### config.mk
export PLATFORM = sky130hd
export DESIGN_NAME = vinit_front
export DESIGN_NICKNAME = d
export VERILOG_FILES = /design/src/sv/vinit_pkg.sv /design/src/sv/vinit_front.sv
export SDC_FILE = /design/constraint.sdc
export NUM_CORES = 1
export LEC_CHECK = 0
export BUFFER_PORTS_ARGS = -buffer_cell sky130_fd_sc_hd__clkbuf_2
export CAP_MARGIN = 10
export CORE_UTILIZATION = 27
export CTS_CLUSTER_SIZE = 30
export DETAILED_ROUTE_END_ITERATION = 6
export PLACE_DENSITY = 0.55
export SYNTH_ARGS = -nofsm -noshare
export SYNTH_HDL_FRONTEND = slang
export SYNTH_SLANG_ARGS = --single-unit
### constraint.sdc
create_clock -name clk_i -period 4.45 [get_ports clk_i]
set_input_delay 0.6675 -clock clk_i [delete_from_list [all_inputs] [get_ports clk_i]]
set_output_delay 0.6675 -clock clk_i [all_outputs]
set_load 0.005 [all_outputs]
### src/sv/vinit_pkg.sv
package vinit_pkg;

  localparam int PosW         = 10;
  localparam int ValW         = 32;
  localparam int StatW        = 3;
  localparam int SizeW        = 11;
  localparam int DepthDefault = 1024;
  localparam logic [SizeW-1:0] SizeReset = 11'd1024;

  typedef enum logic [1:0] {
    MODE_QUERY  = 2'd0,
    MODE_ASSIGN = 2'd1,
    MODE_CLEAR  = 2'd2
  } mode_e;

  typedef enum logic [StatW-1:0] {
    STATUS_ASSIGNED = 3'd0,
    STATUS_FOUND    = 3'd1,
    STATUS_NOT_INIT = 3'd2,
    STATUS_INVALID  = 3'd3,
    STATUS_CLEARED  = 3'd4
  } status_e;

  typedef enum logic [1:0] {
    CMD_QUERY,
    CMD_ASSIGN,
    CMD_CLEAR,
    CMD_INVALID
  } cmd_e;

  typedef struct packed {
    cmd_e                   kind;
    logic [PosW-1:0]        pos;
    logic signed [ValW-1:0] value;
  } cmd_t;

  typedef enum logic [1:0] {
    ST_IDLE,
    ST_RANK,
    ST_CHECK
  } back_state_e;

endpackage

### src/sv/vinit_front.sv
module vinit_front import vinit_pkg::*; #(
  parameter int DEPTH = DepthDefault
) (
  input  logic                   clk_i,
  input  logic                   rst_ni,
  input  logic                   start,
  output logic                   busy,
  input  logic                   cfg_we_i,
  input  logic [SizeW-1:0]       cfg_wdata_i,
  input  logic [1:0]             mode_i,
  input  logic [PosW-1:0]        position_i,
  input  logic signed [ValW-1:0] write_value_i,
  output logic                   cmd_valid_o,
  output cmd_t                   cmd_o,
  input  logic                   cmd_pop_i
);

  logic [SizeW-1:0] size_q;
  cmd_t             fifo_q [2];
  logic             wr_ptr_q, rd_ptr_q;
  logic [1:0]       cnt_q;
  logic             push;
  logic             pos_ok;
  cmd_t             cmd_new;

  always_ff @(posedge clk_i or negedge rst_ni) begin
    if (!rst_ni) begin
      size_q <= SizeReset;
    end else if (cfg_we_i) begin
      size_q <= cfg_wdata_i;
    end
  end

  // a size above the table depth saturates to the depth
  assign pos_ok = (SizeW'(position_i) < size_q) && (32'(position_i) < DEPTH);

  always_comb begin
    cmd_new.pos   = position_i;
    cmd_new.value = write_value_i;
    unique case (mode_i)
      MODE_QUERY:  cmd_new.kind = pos_ok ? CMD_QUERY : CMD_INVALID;
      MODE_ASSIGN: cmd_new.kind = pos_ok ? CMD_ASSIGN : CMD_INVALID;
      MODE_CLEAR:  cmd_new.kind = CMD_CLEAR;
      default:     cmd_new.kind = CMD_INVALID;
    endcase
  end

  assign busy        = (cnt_q == 2'd2);
  assign push        = start && !busy;
  assign cmd_valid_o = (cnt_q != 2'd0);
  assign cmd_o       = fifo_q[rd_ptr_q];

  always_ff @(posedge clk_i) begin
    if (push) begin
      fifo_q[wr_ptr_q] <= cmd_new;
    end
  end

  always_ff @(posedge clk_i or negedge rst_ni) begin
    if (!rst_ni) begin
      wr_ptr_q <= 1'b0;
      rd_ptr_q <= 1'b0;
      cnt_q    <= 2'd0;
    end else begin
      if (push) begin
        wr_ptr_q <= ~wr_ptr_q;
      end
      if (cmd_pop_i) begin
        rd_ptr_q <= ~rd_ptr_q;
      end
      cnt_q <= cnt_q + {1'b0, push} - {1'b0, cmd_pop_i};
    end
  end

endmodule

== Word level (Yosys, flattened, before mapping) ==
Memory sizes are Yosys's and may differ from the RTL's.
Index checks and enable logic that the tools add are counted.

* Flip-flop bits (word level): 15
* Memory bits (writable): 88
* Bits of input ports: 60
* Memories kept: 1

{| class="wikitable"
|+ Memory list
! memory !! depth !! bits a word !! read ports !! clocked after Yosys merged registers in !! wr ports !! line !! source
|-
| fifo_q || 2 || 44 || 1 || 0 || 1 || vinit_front.sv:19 || <nowiki>cmd_t fifo_q [2];</nowiki>
|}

* $add $sub $neg: 2
* Order comparisons: 1
* Eq/ne operators: 3
* Muxes and demuxes: 5
* Bitwise gates (word level): 2
* Reductions and logical operators: 4

{| class="wikitable"
|+ Operators by type and width
! cell !! count
|-
| 10-bit by 11-bit less-than comparator with 1-bit output || 1
|-
| 2-bit case mux with 3 select lines || 1
|-
| 2-bit equality test (second input constant) || 2
|-
| 2-bit two-way mux || 2
|-
| 2-bit by 1-bit adder with 2-bit output || 1
|-
| 2-bit by 1-bit equality test with 1-bit output (second input constant) || 1
|-
| 2-bit logical NOT || 1
|-
| 1-bit two-way mux || 2
|-
| 1-bit inverter || 2
|-
| 2-bit nonzero test || 1
|-
| 2-bit by 1-bit subtractor with 2-bit output || 1
|-
| 1-bit logical AND || 1
|-
| 1-bit logical NOT || 1
|}

== Longest topological paths before layout ==
Gate-level depths: netlist of run 1.

* Depth in word-level cells: 5
* Depth in mapped cells: 7

== Worst setup path before layout of run 1 ==
Ideal clock, no wire load.

* Kind: input to register
* Start: input start
* End: memory fifo_q[0][0] (netlist name), enable pin
* Setup time: 445 ps
* Arrival: 2,611 ps
* Setup slack: 1,393 ps
* Stages: 2
* Path buffers: 0
* Cells stage by stage: nand2_1 -> nor2_1

* Word-level cells in the longest chain between the ends: 3

{| class="wikitable"
|+ RTL lines
! what !! line !! source
|-
| start: declaration || vinit_front.sv:6 || <nowiki>input logic start,</nowiki>
|-
| 1-bit logical AND || vinit_front.sv:49 || <nowiki>assign push = start && !busy;</nowiki>
|-
| 1-bit two-way mux || vinit_front.sv:54 || <nowiki>if (push) begin</nowiki>
|-
| 1-bit two-way mux (implied by the code) || vinit_front.sv:55 || <nowiki>fifo_q[wr_ptr_q] <= cmd_new;</nowiki>
|-
| end: declaration || vinit_front.sv:19 ||
|}

Every way passes these cells.

==> results.ini, run 1 <==
[status]
outcome = finished clean

[cells_and_area]
antenna_cells = 0
layout-drive-gt1-share_pct = 49.6
nNetsFinal = 408
n_fill_cell = 1520
areaGrowthSynthToFinish_pct = 22.4
postLayoutCellArea_um2 = 5150

[synth]
yosys-top-cells-count = edfxtp_1, mux2_4, dfrtp_1
synth_warnings = 0
yosys-top-cells-area = edfxtp_1, mux2_4, dfrtp_1, ha_1, buf_12
synth_cell_types = 25
synth_top_area_share_pct = 62.8
syn_avg_cell_area_um2 = 18.6
ys_ff_latch = 103
syn_area_um2 = 4210
synth_edf_count = 88
synth_ff_type = edfxtp_1
synthArstFlopShare_pct = 14.6
synthCells = 226
syn-num-nets = 297
yosysMostFrequentCell = edfxtp_1
ys_seq_area_share_pct = 71.7
synth_area_leader_cell = edfxtp_1

[worst_setup_path]
path_cells = buf_4 -> mux2_2 -> clkbuf_2
worst_ep_arrival_time_ps = 2220
slowest_stage = dfrtp_2
reg2reg_depth = 4
endpoint_kind = primary output
worstReg2RegEnd = fifo_q[0][10]
critPathBufInv = 2
ff2ff_setup_slack_ps = 2460
worstPathMaxFanout = 23
start_kind = flip-flop
r2r-start = cnt_q[1]
slowest_delay_ps = 830
crit_family = flip-flops
required_ps = 3780
crit_type = reg -> out

[floorplanning]
die_height_um = 127
num_rows = 45
io_pins = 106
dieArea_um2 = 16100
core_um2 = 15200
initial_core_util_pct = 27.7
fp.dieW_um = 127

[placed_design]
pre_cts_ws_ps = 1880
place_area_um2 = 4890
gp_congestion = 0.684
io_buffers = 105
dp_hpwl_um = 5300

[detailed_routing]
wl_um = 7510
num_vias = 2211
topRoutingLayerUsed = met4
wl_per_cell_um = 14.2
wl_met2_um = 3740
routed-wl-met3_um = 392
ant_nets = 0
drt-initial-drc-count = 93
vias_per_cell = 4.18
remaining_drc_errors = 0
met1_length_um = 3230
dr.pass1.iters = 4

[clock_network]
root_buffer = clkbuf_16
cts_tree = yes
htreeDepth = 3
cts_resized = 0
cts_sinks = 103
post-cts-setup-buffers = 0
clock_insertion_delay_worst_skew_ps = 340
clkTransAtPathRegs_ps = 70
cts.path.max_buffers = 2
cts_buffers = 9
hold_buffers = 0

[grt]
overflow = 0
grt_pass1_vias = 2274
antenna_found_initial = 0
grt.total_usage_pct = 9.89
grt_max_degree = 45
grt_first_pass_wirelength_um = 11700

[flow_run]
drv_cap = 0

[timing]
setup_tns_ps = 0
fin_skew_ps = 3.79
slew_violations = 0
fmax_mhz = 347
tightest_slew_ps = 1090
maxSlewHeadroom_pct = 27.3
hold_viol = 0
setup-violations-final = 0
period_needed_ps = 2880
rsz0062_at_grt = false
post-route-period-util_pct = 64.8
fin_ws_ps = 1570

[pwr]
ir_worst_vdd_mv = 0.188
p_per_area_nw_per_um2 = 575
leakagePower_uw = 0.00214

[min_path]
hp-class = in -> async

## layout by cell type, fill, tap and decap left out, types with 6 or more instances in the layout
master     instances
a21oi_1            6
clkbuf_16          9
clkbuf_2         105
dfrtp_1           13
edfxtp_1          88
ha_1              11
inv_1             13
mux2_2             7
mux2_4            39
nand2_1           13
o21ai_0           11
## sequential cells by signal (all words and copies together) (netlist names)
| name | count |
|---|---|
| size_q | 11 |
| rd_ptr_q | 1 |
| cnt_q | 2 |
| wr_ptr_q | 1 |
| fifo_q | 88 |
## cells by family after synthesis
| kind of cell | Yosys count | synth area share, % |
|---|---|---|
| xor gates and xnor gates | 4 | 0.832 |
| adders and majority gates | 11 | 3.27 |
| AOI/OAI and AO/OA | 20 | 2.47 |
| and+or+nand+nor | 22 | 2.38 |
| buffers and inverters | 20 | 3.54 |
| DFF | 103 | 71.7 |
| muxes | 46 | 15.8 |
## layout make-up
cell class              count  area, um^2  area share [%]
flip-flops and latches    103        3020            58.6
multi-input cells         103        1050            20.4
repair buffers            107         541            10.5
well taps                 188         235            4.57
clock buffers              11         233            4.52
inverters                  13        48.8           0.947
clock inverters             4        23.8           0.462
## how the worst max path moves through the flow
stage,startpoint,to,slack [ps],cells past startpoint
2_1_floorplan,start,fifo_q[0][0],1390,2
3_3_place_gp,rd_ptr_q,cmd_o[0],1910,3
3_5_place_dp,rd_ptr_q,cmd_o[0],1880,3
4_1_cts,rd_ptr_q,cmd_o[0],1490,3
5_1_grt,rd_ptr_q,cmd_o[0],1450,3
6_report,rd_ptr_q,cmd_o[0],1570,3
## report_power, final
| group | leakage, uW | total [uW] | internal, uW | switching, uW |
|---|---|---|---|---|
| registers | 0.000994 | 1410 | 1300 | 109 |
| clock network | 0.000121 | 695 | 373 | 321 |
| logic | 0.00103 | 861 | 480 | 380 |
| total | 0.00214 | 2960 | 2150 | 811 |
## layer usage
layer,GRT usage (%),up-vias
li1,-,1059
met1,11.3,1071
met2,16.6,70
met3,3.37,11
met4,4.62,0
met5,0,-
## worst register-to-register path, cell delays in order, from the launching register on
cell	delay [ps]
dfrtp_1	400
nand2b_1	110
nand2_1	140
nor2_4	520
buf_4	470
## per-stage QoR
step	total power, uW	std cells	utilization [%]	hold slack [ps]
2_1_floorplan	2040	226	-	372
3_3_place_gp	2300	514	32.2	478
3_5_place_dp	2330	514	32.2	490
4_1_cts	3040	529	33.9	249
5_1_grt	3140	529	33.9	269
6_report	2960	529	33.9	244
Note: power is estimated with default switching activity, not from simulation.
==> run 2, diff against run 1 <==
clock period = 2.8 ns   (was 4.45 ns; I/O delays follow)
==> run 2 against run 1 <==
Compared with the run above: die area unchanged; clock skew up 1.4 ps; wire length grew 1.3%; cell area is 0.70% higher.
==> results.ini, run 2 (same netlist as run 1, synthesis figures left out) <==
[clock_network]
cts.path.max_buffers = 2
cts_tree = yes
clock_insertion_delay_worst_skew_ps = 340
root_buffer = clkbuf_16
cts_buffers = 9
cts_sinks = 103
clkTransAtPathRegs_ps = 60
htreeDepth = 3
post-cts-setup-buffers = 0

[detailed_routing]
num_vias = 2159
wl_per_cell_um = 14.3
wl_um = 7610
vias_per_cell = 4.06
drt-initial-drc-count = 103
ant_nets = 0
remaining_drc_errors = 0
dr.pass1.iters = 3

[flow_run]
drv_cap = 0

[floorplanning]
num_rows = 45
dieArea_um2 = 16100
core_um2 = 15200
fp.dieW_um = 127
initial_core_util_pct = 27.7
die_height_um = 127
io_pins = 106

[timing]
tightest_slew_ps = 625
fmax_mhz = 500
post-route-period-util_pct = 71.5
period_needed_ps = 2000
maxSlewHeadroom_pct = 58.4
fin_ws_ps = 799
setup-violations-final = 0
rsz0062_at_grt = false
fin_skew_ps = 5.24
hold_viol = 0
setup_tns_ps = 0
slew_violations = 0

[worst_setup_path]
ff2ff_setup_slack_ps = 1100
worstPathMaxFanout = 22
r2r-start = cnt_q[0]
required_ps = 2380
crit_family = buffers and inverters
slowest_stage = mux2_2
cp.depth = 3
crit_end = cmd_o[43]
start_kind = flip-flop
critPathBufInv = 2
endpoint_kind = primary output
reg2reg_depth = 3
crit_type = reg -> out
slowest_delay_ps = 410
worst_ep_arrival_time_ps = 1580
worstReg2RegEnd = fifo_q[1][8]
cp-startpoint = rd_ptr_q
path_cells = buf_4 -> mux2_2 -> clkbuf_2

[cells_and_area]
largest_register = fifo_q
layout_commonest_cell = clkbuf_2
top_regs = fifo_q (88), size_q (11), cnt_q (2)
layout-drive-gt1-share_pct = 49.7
areaGrowthSynthToFinish_pct = 23.2
largest_register_ffs = 88
mostFrequentLayoutCells = clkbuf_2, edfxtp_1, mux2_4
nNetsFinal = 411
postLayoutCellArea_um2 = 5190
antenna_cells = 0

[min_path]
hp-class = in -> reg
min_path_cells = 1

[pwr]
total_power_uw = 4720
ir_worst_vdd_mv = 0.391
internal_power_uw = 3440
switchingPower_uw = 1280
p_per_area_nw_per_um2 = 910
clkPwrFrac_pct = 23.1
leakagePower_uw = 0.00215
seqPwrFrac_pct = 45.5
netSwitchingFraction_pct = 27.2
pwr-share-comb_pct = 31.4

[placed_design]
pre_cts_ws_ps = 1010
gp_congestion = 0.678
io_buffers = 105
dp_hpwl_um = 5400
place_area_um2 = 4920

[grt]
grt.total_usage_pct = 10.2
grt_pass1_vias = 2287
overflow = 0
grt_first_pass_wirelength_um = 11900
antenna_found_initial = 0
grt_max_degree = 45

[status]
outcome = finished clean

## run 2: cell count changes in the layout (fill, tap and decap cells not counted), sizes merged
cell,change
dlygate4sd3,+1
clkbuf,-1
clkinvlp,+1
buf,+2
## run 2: final cells by class
class / count / area (um^2)
clock buffers: 10 / 229
clock inverters: 5 / 26.3
fillers: 1502 / 10000
inverters: 13 / 48.8
multi-input cells: 103 / 1050
flip-flops and latches: 103 / 3020
well taps: 188 / 235
repair buffers: 110 / 578
## run 2: worst min-delay path by stage
stage                            startpoint            end
after floorplan                      rst_ni       cnt_q[0]
after detailed placement             rst_ni      size_q[5]
final                     write_value_i[26]  fifo_q[0][26]
after global placement               rst_ni      size_q[0]
after CTS                 write_value_i[26]  fifo_q[0][26]
after global routing      write_value_i[20]  fifo_q[1][20]
## run 2: what timing repair did
action | in CTS | in global routing
hold buffers | 1 | 0
gates resized for setup | 0 | 0
endpoints found under the hold margin | 14 | 0
## run 2: per-layer routing
layer | vias up | share of wire [%] | wire length, um | global-route usage [%]
li1 | 1064 | - | - | -
met1 | 1017 | 43 | 3300 | 11.7
met2 | 67 | 48 | 3680 | 16.6
met3 | 11 | 5.7 | 437 | 3.84
met4 | 0 | 2.4 | 186 | 5.39
met5 | - | 0 | 0 | 0
## run 2: power by group through the flow
stage | clock (uW) | combinational [uW] | sequential, uW
2_1_floorplan | 0 | 1080 | 2170
3_3_place_gp | 0 | 1520 | 2170
3_5_place_dp | 0 | 1540 | 2190
4_1_cts | 1150 | 1550 | 2160
5_1_grt | 1190 | 1640 | 2180
6_report | 1090 | 1480 | 2150
## run 2: per-stage QoR
stage               util [%]  hold WS, ps  std cells
floorplan                  -          124        226
CTS                     34.1          247        532
finish                  34.1          266        532
global route            34.1          247        532
global placement        32.4          367        516
detailed placement      32.4          370        516
## run 2: worst register-to-register path, stage by stage (launching register included)
cell and delay, ps:
dfrtp_1 360, nand2b_1 150, and3_2 610, buf_12 280
